<file path="config.mk">
export PLATFORM = sky130hd
export DESIGN_NAME = sbus_frame_channel_decoder_unit_flat
export DESIGN_NICKNAME = d
export VERILOG_FILES = /design/src/hw/rtl/sfcd_pkg.sv /design/src/hw/rtl/sfcd_if.sv /design/src/hw/rtl/sfcd_front.sv /design/src/hw/rtl/sfcd_queue.sv /design/src/hw/rtl/sfcd_back.sv /design/src/hw/rtl/sbus_frame_channel_decoder_unit.sv /design/src/flat_wrapper.sv
export SDC_FILE = /design/constraint.sdc
export NUM_CORES = 1
export LEC_CHECK = 0
export BUFFER_PORTS_ARGS = -buffer_cell sky130_fd_sc_hd__buf_2
export CAP_MARGIN = 20
export CORE_MARGIN = 2
export CORE_UTILIZATION = 30
export CTS_BUF_LIST = sky130_fd_sc_hd__clkbuf_8
export DETAILED_ROUTE_END_ITERATION = 10
export PLACE_DENSITY_LB_ADDON = 0.1
export SETUP_SLACK_MARGIN = 0.02
export SLEW_MARGIN = 20
export SYNTH_ARGS = -nofsm -noshare
export SYNTH_HDL_FRONTEND = slang
export SYNTH_SLANG_ARGS = --single-unit
</file>
<file path="constraint.sdc">
create_clock -name clk -period 18.05 [get_ports clk]
set_input_delay 0 -clock clk [delete_from_list [all_inputs] [get_ports clk]]
set_output_delay 0 -clock clk [all_outputs]
set_load 0.01 [all_outputs]
</file>
<file path="src/hw/rtl/sfcd_pkg.sv">
// shared types, constants and helpers for the sbus frame channel decoder
`timescale 1ns / 1ps
`default_nettype none
package sfcd_pkg;

	localparam int RX_BYTE_W     = 8;
	localparam int POS_W         = 5;
	localparam int NUM_CH        = 16;
	localparam int CH_NUM_W      = 4;
	localparam int CH_BITS       = 11;
	localparam int ADJ_W         = 12;
	localparam int STATUS_W      = 2;
	localparam int STREAM_BITS   = 176;
	localparam int QUEUE_DEPTH   = 2;

	localparam logic [RX_BYTE_W-1:0] START_BYTE    = 8'hF0;
	localparam logic [RX_BYTE_W-1:0] FLAG_LOST     = 8'h20;
	localparam logic [RX_BYTE_W-1:0] FLAG_FAILSAFE = 8'h30;
	localparam logic [POS_W-1:0]     PAYLOAD_FIRST = 5'd1;
	localparam logic [POS_W-1:0]     PAYLOAD_LAST  = 5'd22;
	localparam logic [POS_W-1:0]     FLAG_POS      = 5'd23;
	localparam logic [POS_W-1:0]     POS_LIMIT     = 5'd25;
	localparam logic [ADJ_W-1:0]     ADJ_OFFSET    = 12'd875;

	typedef enum logic [STATUS_W-1:0] {
		LINK_NORMAL   = 2'd0,
		LINK_LOST     = 2'd1,
		LINK_FAILSAFE = 2'd2
	} link_status_t;

	typedef struct packed {
		logic [STREAM_BITS-1:0] stream;
		link_status_t           status;
	} frame_t;

	typedef struct packed {
		logic full;
		logic empty;
	} queue_stat_t;

	typedef enum logic {
		BK_IDLE,
		BK_RUN
	} back_state_t;

	// first received bit of a byte lands on the lowest stream bit
	function automatic logic [RX_BYTE_W-1:0] bit_reverse(input logic [RX_BYTE_W-1:0] b);
		logic [RX_BYTE_W-1:0] r;
		for (int i = 0; i < RX_BYTE_W; i++) begin
			r[i] = b[RX_BYTE_W-1-i];
		end
		return r;
	endfunction

	function automatic link_status_t flag_to_status(input logic [RX_BYTE_W-1:0] f);
		link_status_t s;
		s = LINK_NORMAL;
		if (f == FLAG_LOST) begin
			s = LINK_LOST;
		end else if (f == FLAG_FAILSAFE) begin
			s = LINK_FAILSAFE;
		end
		return s;
	endfunction

	// v*10/16 + offset, the multiply done as two shifts and an add
	function automatic logic [ADJ_W-1:0] adjust(input logic [CH_BITS-1:0] v);
		logic [CH_BITS+3:0] t;
		t = ({4'b0, v} << 3) + ({4'b0, v} << 1);
		return {1'b0, t[CH_BITS+3:4]} + ADJ_OFFSET;
	endfunction

endpackage
`default_nettype wire

</file>
<file path="src/hw/rtl/sfcd_if.sv">
// handshake channels: received bytes in, channel results out
`timescale 1ns / 1ps
`default_nettype none
interface sfcd_in_if;
	import sfcd_pkg::*;

	logic                 valid;
	logic                 ready;
	logic [RX_BYTE_W-1:0] rx_byte;

	modport source (output valid, output rx_byte, input ready);
	modport sink (input valid, input rx_byte, output ready);
endinterface

interface sfcd_out_if;
	import sfcd_pkg::*;

	logic                valid;
	logic                ready;
	logic [CH_NUM_W-1:0] channel_number;
	logic [CH_BITS-1:0]  channel_value;
	logic [ADJ_W-1:0]    adjusted_value;
	logic [STATUS_W-1:0] link_status;
	logic                last_channel;

	modport source (output valid, output channel_number, output channel_value,
		output adjusted_value, output link_status, output last_channel, input ready);
	modport sink (input valid, input channel_number, input channel_value,
		input adjusted_value, input link_status, input last_channel, output ready);
endinterface
`default_nettype wire

</file>
<file path="src/hw/rtl/sfcd_front.sv">
// front end: tracks byte position, collects payload bits, hands off complete frames
`timescale 1ns / 1ps
`default_nettype none
module sfcd_front (
	input  wire                 clk,
	input  wire                 arst_n,
	sfcd_in_if.sink             frame,
	input  sfcd_pkg::queue_stat_t qstat,
	output logic                push,
	output sfcd_pkg::frame_t    push_frame
);
	import sfcd_pkg::*;

	logic [POS_W-1:0]       pos_q;
	logic [POS_W-1:0]       pos_eff;
	logic [STREAM_BITS-1:0] stream_q;
	logic                   accept;

	assign frame.ready = !qstat.full;
	assign accept      = frame.valid && frame.ready;
	assign pos_eff     = (frame.rx_byte == START_BYTE) ? '0 : pos_q;

	always_ff @(posedge clk or negedge arst_n) begin
		if (!arst_n) begin
			pos_q <= '0;
		end else if (accept) begin
			pos_q <= (pos_eff == POS_LIMIT) ? POS_LIMIT : pos_eff + 1'b1;
		end
	end

	// payload bytes shift in from the top, so byte 1 ends up at the low end
	always_ff @(posedge clk) begin
		if (accept && pos_eff >= PAYLOAD_FIRST && pos_eff <= PAYLOAD_LAST) begin
			stream_q <= {bit_reverse(frame.rx_byte), stream_q[STREAM_BITS-1:RX_BYTE_W]};
		end
	end

	assign push              = accept && (pos_eff == FLAG_POS);
	assign push_frame.stream = stream_q;
	assign push_frame.status = flag_to_status(frame.rx_byte);

endmodule
`default_nettype wire

</file>
<file path="src/hw/rtl/sfcd_queue.sv">
// short frame queue between front and back end
`timescale 1ns / 1ps
`default_nettype none
module sfcd_queue #(
	parameter int DEPTH = sfcd_pkg::QUEUE_DEPTH
) (
	input  wire                   clk,
	input  wire                   arst_n,
	input  wire                   push,
	input  sfcd_pkg::frame_t      push_frame,
	input  wire                   pop,
	output sfcd_pkg::frame_t      head,
	output sfcd_pkg::queue_stat_t qstat
);
	import sfcd_pkg::*;

	localparam int PTR_W = (DEPTH > 1) ? $clog2(DEPTH) : 1;
	localparam int CNT_W = $clog2(DEPTH + 1);

	frame_t             entry_q [DEPTH];
	logic [PTR_W-1:0]   wr_ptr_q;
	logic [PTR_W-1:0]   rd_ptr_q;
	logic [CNT_W-1:0]   count_q;

	assign qstat.full  = (count_q == CNT_W'(DEPTH));
	assign qstat.empty = (count_q == '0);
	assign head        = entry_q[rd_ptr_q];

	always_ff @(posedge clk or negedge arst_n) begin
		if (!arst_n) begin
			wr_ptr_q <= '0;
			rd_ptr_q <= '0;
			count_q  <= '0;
		end else begin
			if (push) begin
				wr_ptr_q <= (wr_ptr_q == PTR_W'(DEPTH - 1)) ? '0 : wr_ptr_q + 1'b1;
			end
			if (pop) begin
				rd_ptr_q <= (rd_ptr_q == PTR_W'(DEPTH - 1)) ? '0 : rd_ptr_q + 1'b1;
			end
			if (push && !pop) begin
				count_q <= count_q + 1'b1;
			end else if (pop && !push) begin
				count_q <= count_q - 1'b1;
			end
		end
	end

	always_ff @(posedge clk) begin
		if (push) begin
			entry_q[wr_ptr_q] <= push_frame;
		end
	end

endmodule
`default_nettype wire

</file>
<file path="src/hw/rtl/sfcd_back.sv">
// back end: unpacks a queued frame to output register, one channel per unstalled cycle
`timescale 1ns / 1ps
`default_nettype none
module sfcd_back (
	input  wire                   clk,
	input  wire                   arst_n,
	input  sfcd_pkg::frame_t      head,
	input  sfcd_pkg::queue_stat_t qstat,
	output logic                  pop,
	sfcd_out_if.source            channel
);
	import sfcd_pkg::*;

	back_state_t            state_q;
	back_state_t            state_d;
	logic [STREAM_BITS-1:0] work_q;
	link_status_t           status_q;
	logic [CH_NUM_W-1:0]    ch_q;
	logic                   emit;
	logic                   last;
	logic                   out_valid_q;
	logic [CH_NUM_W-1:0]    out_num_q;
	logic [CH_BITS-1:0]     out_val_q;
	logic [ADJ_W-1:0]       out_adj_q;
	link_status_t           out_status_q;
	logic                   out_last_q;

	assign last = (ch_q == CH_NUM_W'(NUM_CH - 1));

	always_comb begin
		state_d = state_q;
		unique case (state_q)
			BK_IDLE: begin
				if (!qstat.empty) begin
					state_d = BK_RUN;
				end
			end
			BK_RUN: begin
				if (emit && last) begin
					state_d = BK_IDLE;
				end
			end
			default: state_d = BK_IDLE;
		endcase
	end

	always_comb begin
		pop  = 1'b0;
		emit = 1'b0;
		unique case (state_q)
			BK_IDLE: pop  = !qstat.empty;
			BK_RUN:  emit = !out_valid_q || channel.ready;
			default: begin
				pop  = 1'b0;
				emit = 1'b0;
			end
		endcase
	end

	always_ff @(posedge clk or negedge arst_n) begin
		if (!arst_n) begin
			state_q     <= BK_IDLE;
			ch_q        <= '0;
			out_valid_q <= 1'b0;
		end else begin
			state_q <= state_d;
			if (pop) begin
				ch_q <= '0;
			end else if (emit) begin
				ch_q <= ch_q + 1'b1;
			end
			if (emit) begin
				out_valid_q <= 1'b1;
			end else if (channel.ready) begin
				out_valid_q <= 1'b0;
			end
		end
	end

	// channel bits sit at the low end of the work word, next channel after a shift
	always_ff @(posedge clk) begin
		if (pop) begin
			work_q   <= head.stream;
			status_q <= head.status;
		end else if (emit) begin
			work_q <= work_q >> CH_BITS;
		end
		if (emit) begin
			out_num_q    <= ch_q;
			out_val_q    <= work_q[CH_BITS-1:0];
			out_adj_q    <= adjust(work_q[CH_BITS-1:0]);
			out_status_q <= status_q;
			out_last_q   <= last;
		end
	end

	assign channel.valid          = out_valid_q;
	assign channel.channel_number = out_num_q;
	assign channel.channel_value  = out_val_q;
	assign channel.adjusted_value = out_adj_q;
	assign channel.link_status    = out_status_q;
	assign channel.last_channel   = out_last_q;

endmodule
`default_nettype wire

</file>
<file path="src/hw/rtl/sbus_frame_channel_decoder_unit.sv">
// top level of the sbus frame channel decoder
//
//  port     dir   word                      notes
//  frame    in    rx_byte (8)               one received frame byte, first bit at bit 7
//  channel  out   number, value, adjusted,  sixteen words per frame, last_channel on
//                 link status, last         the sixteenth
//
// the flag byte queues a whole frame for the back end
// the back end loads a frame while idle, then emits its sixteen channels one at a time,
// holding a channel while the output side stalls
// reset clears byte position, queue pointers and output valid; no clearing pass
// bytes stall only while the frame queue is full; output stalls hold the back end
`timescale 1ns / 1ps
`default_nettype none
module sbus_frame_channel_decoder_unit #(
	parameter int QUEUE_DEPTH = sfcd_pkg::QUEUE_DEPTH
) (
	input  wire         clk,
	input  wire         arst_n,
	sfcd_in_if.sink     frame,
	sfcd_out_if.source  channel
);
	import sfcd_pkg::*;

	queue_stat_t qstat;
	logic        push;
	frame_t      push_frame;
	logic        pop;
	frame_t      head;

	sfcd_front u_front (
		.clk        (clk),
		.arst_n     (arst_n),
		.frame      (frame),
		.qstat      (qstat),
		.push       (push),
		.push_frame (push_frame)
	);

	sfcd_queue #(
		.DEPTH (QUEUE_DEPTH)
	) u_queue (
		.clk        (clk),
		.arst_n     (arst_n),
		.push       (push),
		.push_frame (push_frame),
		.pop        (pop),
		.head       (head),
		.qstat      (qstat)
	);

	sfcd_back u_back (
		.clk     (clk),
		.arst_n  (arst_n),
		.head    (head),
		.qstat   (qstat),
		.pop     (pop),
		.channel (channel)
	);

endmodule
`default_nettype wire
</file>
<file path="src/flat_wrapper.sv">
// flat-port wrapper written by rule: the top's interface ports become plain ports
module sbus_frame_channel_decoder_unit_flat import sfcd_pkg::*;
#(
	parameter int QUEUE_DEPTH = sfcd_pkg::QUEUE_DEPTH
)
  (clk, arst_n, frame_valid, frame_rx_byte, frame_ready, channel_valid, channel_channel_number, channel_channel_value, channel_adjusted_value, channel_link_status, channel_last_channel, channel_ready);
  sfcd_in_if frame_i ();
  sfcd_out_if channel_i ();
  input  wire clk;
  input  wire arst_n;
  input wire logic [$bits(frame_i.valid)-1:0] frame_valid;
  input wire logic [$bits(frame_i.rx_byte)-1:0] frame_rx_byte;
  output wire logic [$bits(frame_i.ready)-1:0] frame_ready;
  output wire logic [$bits(channel_i.valid)-1:0] channel_valid;
  output wire logic [$bits(channel_i.channel_number)-1:0] channel_channel_number;
  output wire logic [$bits(channel_i.channel_value)-1:0] channel_channel_value;
  output wire logic [$bits(channel_i.adjusted_value)-1:0] channel_adjusted_value;
  output wire logic [$bits(channel_i.link_status)-1:0] channel_link_status;
  output wire logic [$bits(channel_i.last_channel)-1:0] channel_last_channel;
  input wire logic [$bits(channel_i.ready)-1:0] channel_ready;
  assign frame_i.valid = frame_valid;
  assign frame_i.rx_byte = frame_rx_byte;
  assign frame_ready = frame_i.ready;
  assign channel_valid = channel_i.valid;
  assign channel_channel_number = channel_i.channel_number;
  assign channel_channel_value = channel_i.channel_value;
  assign channel_adjusted_value = channel_i.adjusted_value;
  assign channel_link_status = channel_i.link_status;
  assign channel_last_channel = channel_i.last_channel;
  assign channel_i.ready = channel_ready;
  sbus_frame_channel_decoder_unit #(.QUEUE_DEPTH(QUEUE_DEPTH)) u_core (.clk(clk), .arst_n(arst_n), .frame(frame_i), .channel(channel_i));
endmodule
</file>
==> results.py <==
metrics = {
    "synthesis": {
        "synth_top_area_share_pct": 81.7,
        "syn_nets": 1515,
        "ys_warn_count": 0,
        "synthAdderAreaFrac_pct": 0.718,
        "ys_types": 47,
        "synth_top_family_by_area": "multiplexers",
        "synthFlopType": "edfxtp_1",
        "avgSynthCellArea_um2": 18.3,
        "synth_edf_count": 740,
        "synth-seq-cells": 755,
        "async_flop_share_pct": 1.99,
        "post_synth_xor_area_fraction_pct": 0.608,
        "yosys-top-cells-area": "edfxtp_1 82%, mux2i_1 6.5%, o21ai_0 3.1%",
        "muxShareOfSynthArea_pct": 6.60,
        "synth-simple-area-share_pct": 3.82,
        "netlist_instances": 1488,
        "yosysSeqAreaShare_pct": 83.1,
        "syn_area_um2": 27200,
        "yosys.area.top_type": "edfxtp_1",
        "synth-compound-area-share_pct": 4.12,
    },
    "cells_and_area": {
        "syn2layout_area_growth_pct": 15.7,
        "fillerInstances": 8540,
        "utilization_pct": 35.0,
        "num-nets-final": 1674,
        "drive_gt1_share_pct": 14.2,
    },
    "placed_design": {
        "gp_congestion": 0.685,
        "numPortBuffers": 43,
        "post-dp-hpwl_mm": 25.6,
        "dp_slack_ns": 13.15,
    },
    "floorplanning": {
        "die-area_um2": 93000,
        "die-height_um": 305,
        "design.portCount": 44,
        "initial_core_util_pct": 30.2,
        "core_area_um2": 89900,
        "die_w_um": 305,
        "row_count": 110,
    },
    "setup_path": {
        "start_kind": "primary input",
        "worst-r2r-cell-count": 7,
        "path_class": "primary input to flip-flop",
        "cp_max_fo": 52,
        "required_ns": 18.42,
        "cp-end-kind": "flip-flop",
        "crit_arrival_ns": 4.36,
    },
    "timing": {
        "hold_viol_final": 0,
        "finalWorstSetupSlack_ns": 14.06,
        "min_period_ns": 3.99,
        "fin_setup_tns_ns": 0,
        "setup_violations": 0,
        "fin_skew_ns": 0.0287,
        "worst_slew_pin_slew_ns": 1.02,
        "rsz0062_at_grt": "no",
        "maxSlewHeadroom_pct": 32.1,
        "max_freq_mhz": 251,
        "finalCritPeriodShare_pct": 22.1,
        "slew_violations": 0,
    },
    "global_routing": {
        "grt_overflow": 0,
        "antenna_found_initial": 1,
        "grt_usage_pct": 11.3,
        "grt_start_max_net_pins": 145,
        "met2_usage_pct": 18.9,
        "grt_pass1_wl_mm": 81.3,
        "gr-usage-met3_pct": 2.75,
        "grt.busiest_layer": "met2",
        "grt_pass1_vias": 14000,
        "use_met1_pct": 13.8,
    },
    "power": {
        "clock_power_share_pct": 31.9,
        "p_comb_share_pct": 13.3,
        "p_int_w": 0.00327,
        "pwr-share-seq_pct": 54.8,
        "vdd_ir_drop_max_v": 0.0000907,
        "swShare_pct": 27.4,
        "p_per_area_nw_per_um2": 143,
        "leakagePower_nw": 10.9,
        "p_sw_w": 0.00123,
    },
    "drt": {
        "drtIter0Drc": 689,
        "routed_wl_mm": 51.6,
        "final_antenna_net_count": 0,
        "routed-via-count": 12800,
        "drc_errors": 0,
        "wl_per_cell_um": 17.6,
        "drtPass1Iterations": 5,
        "avgViaCountPerCell": 4.37,
    },
    "clock_tree": {
        "cts_root_buf": "clkbuf_8",
        "path_clk_slew_ns": 0.06,
        "numCtsBuffers": 135,
        "ctsHoldBuffers": 21,
        "cts_setup_buffers": 0,
        "clock_sinks": 755,
        "clock_path_buffers": 3,
        "cts.repair.resized": 0,
        "clkLatencyLatePin_ns": 0.77,
        "h-tree-depth": 4,
        "cts_tree": "yes",
    },
    "run": {
        "maxCapViolCount": 0,
    },
    "min_path": {
        "hold_class": "primary input to flip-flop",
        "min_path_cells": 3,
    },
    "run_status": {
        "status": "complete, no violations",
    },
}
state kept, by name, indices dropped and copies added, names as in the netlist, 2 cells and up:
register and cells:
u_core.u_back.channel.channel_value 11, u_core.u_back.channel.adjusted_value 12, u_core.u_back.channel.channel_number 4, u_core.u_back.status_q 2
u_core.u_back.ch_q 4, u_core.u_queue.count_q 2, u_core.u_back.channel.link_status 2, u_core.u_front.pos_q 5
u_core.u_queue.entry_q 356, u_core.u_front.stream_q 176, u_core.u_back.work_q 176
cells in the mapped netlist (8+ instances only):
master    instances
xor2_1            9
inv_1             8
nor2_1           23
dfrtp_1          15
a21oi_1          10
ha_1             14
mux2i_1         177
edfxtp_1        740
xnor2_1           8
o21ai_0         171
clkbuf_1         43
buf_2            15
nand2_1         182
metal layers:
layer	routed length, um	vias to the layer above
li1	-	6042
met1	22600	6436
met2	25600	215
met3	2050	110
met4	1310	0
met5	0	-
final cells by class:
class                           count  area (um2)  area share, %
Sequential cell                   755       22600           71.8
Multi-Input combinational cell    665        4340           13.8
Clock buffer                      139        1910           6.08
Tap cell                         1176        1470           4.68
Timing Repair Buffer               82         598           1.90
Clock inverter                    104         507           1.61
Inverter                            8        30.0         0.0955
Antenna cell                        1        2.50        0.00795
power groups by stage:
| stage | sequential, W | combinational [W] | clock (W) |
|---|---|---|---|
| 3_5_place_dp | 0.00251 | 0.000618 | 0 |
| 3_3_place_gp | 0.00250 | 0.000616 | 0 |
| 2_1_floorplan | 0.00249 | 0.000443 | 0 |
| 6_report | 0.00247 | 0.000598 | 0.00144 |
| 5_1_grt | 0.00250 | 0.000676 | 0.00158 |
| 4_1_cts | 0.00248 | 0.000622 | 0.00151 |
worst max-delay path: stages:
cell and delay, ns:
dlygate4sd3_1 0.52, buf_2 0.11, nor2_1 0.08, nand4_1 0.14
inv_1 0.07, nand3_1 0.25, and2_1 0.25, ha_1 0.26
nand2_1 0.08, nor4_1 0.53, nor2b_4 0.51, buf_4 0.74
buf_4 0.71
through the flow:
stage	std cells	hold slack, ns	cell area [um2]	power (W)
floorplan	1488	-0.296	27200	0.00294
global placement	2664	-0.0608	28800	0.00312
CTS	2928	0.0544	31400	0.00461
global route	2930	0.110	31500	0.00476
detailed placement	2664	-0.0502	28800	0.00313
finish	2930	0.156	31500	0.00451
placed cells by master (no fill, tap or decap), drive strengths merged, types with 4 or more instances in the layout:
| master | instances |
|---|---|
| edfxtp | 740 |
| nand2 | 183 |
| clkinv | 48 |
| and2 | 6 |
| ha | 14 |
| dfrtp | 15 |
| dlygate4sd3 | 21 |
| inv | 62 |
| clkbuf | 139 |
| nor3 | 7 |
| xnor2 | 8 |
| buf | 61 |
| mux2i | 177 |
| o21ai | 172 |
| nand4 | 5 |
| nor2b | 4 |
| a21oi | 14 |
| nor2 | 24 |
| nand3 | 7 |
| xor2 | 10 |
path summary, 6_finish.rpt:
kind	startpoint	end	slack (ns)
max	frame_rx_byte[2]	u_core.u_queue.entry_q[0][109]$_DFFE_PP_	14.06
min	frame_rx_byte[4]	u_core.u_queue.entry_q[0][0]$_DFFE_PP_	0.16
max reg2reg	u_core.u_front.pos_q[1]$_DFFE_PN0P_	u_core.u_queue.entry_q[0][109]$_DFFE_PP_	14.10
min reg2reg	u_core.u_back.status_q[0]$_DFFE_PP_	u_core.u_back.channel.link_status[0]$_DFFE_PP_	0.43
max in group asynchronous	arst_n	u_core.u_queue.rd_ptr_q$_DFFE_PN0P_	17.10
min in group asynchronous	arst_n	u_core.u_queue.rd_ptr_q$_DFFE_PN0P_	0.39
logic make-up (layout without fill, tap and decap cells):
| group | count (synthesis) | in the layout |
|---|---|---|
| other cells | 0 | 1 |
| flops | 755 | 755 |
| fa+ha+maj | 15 | 15 |
| xor+xnor | 18 | 18 |
| compound gates | 204 | 204 |
| mux | 179 | 179 |
| buf+inv | 68 | 333 |
| simple gates | 249 | 249 |
Note: power is estimated with default switching activity, not from simulation.
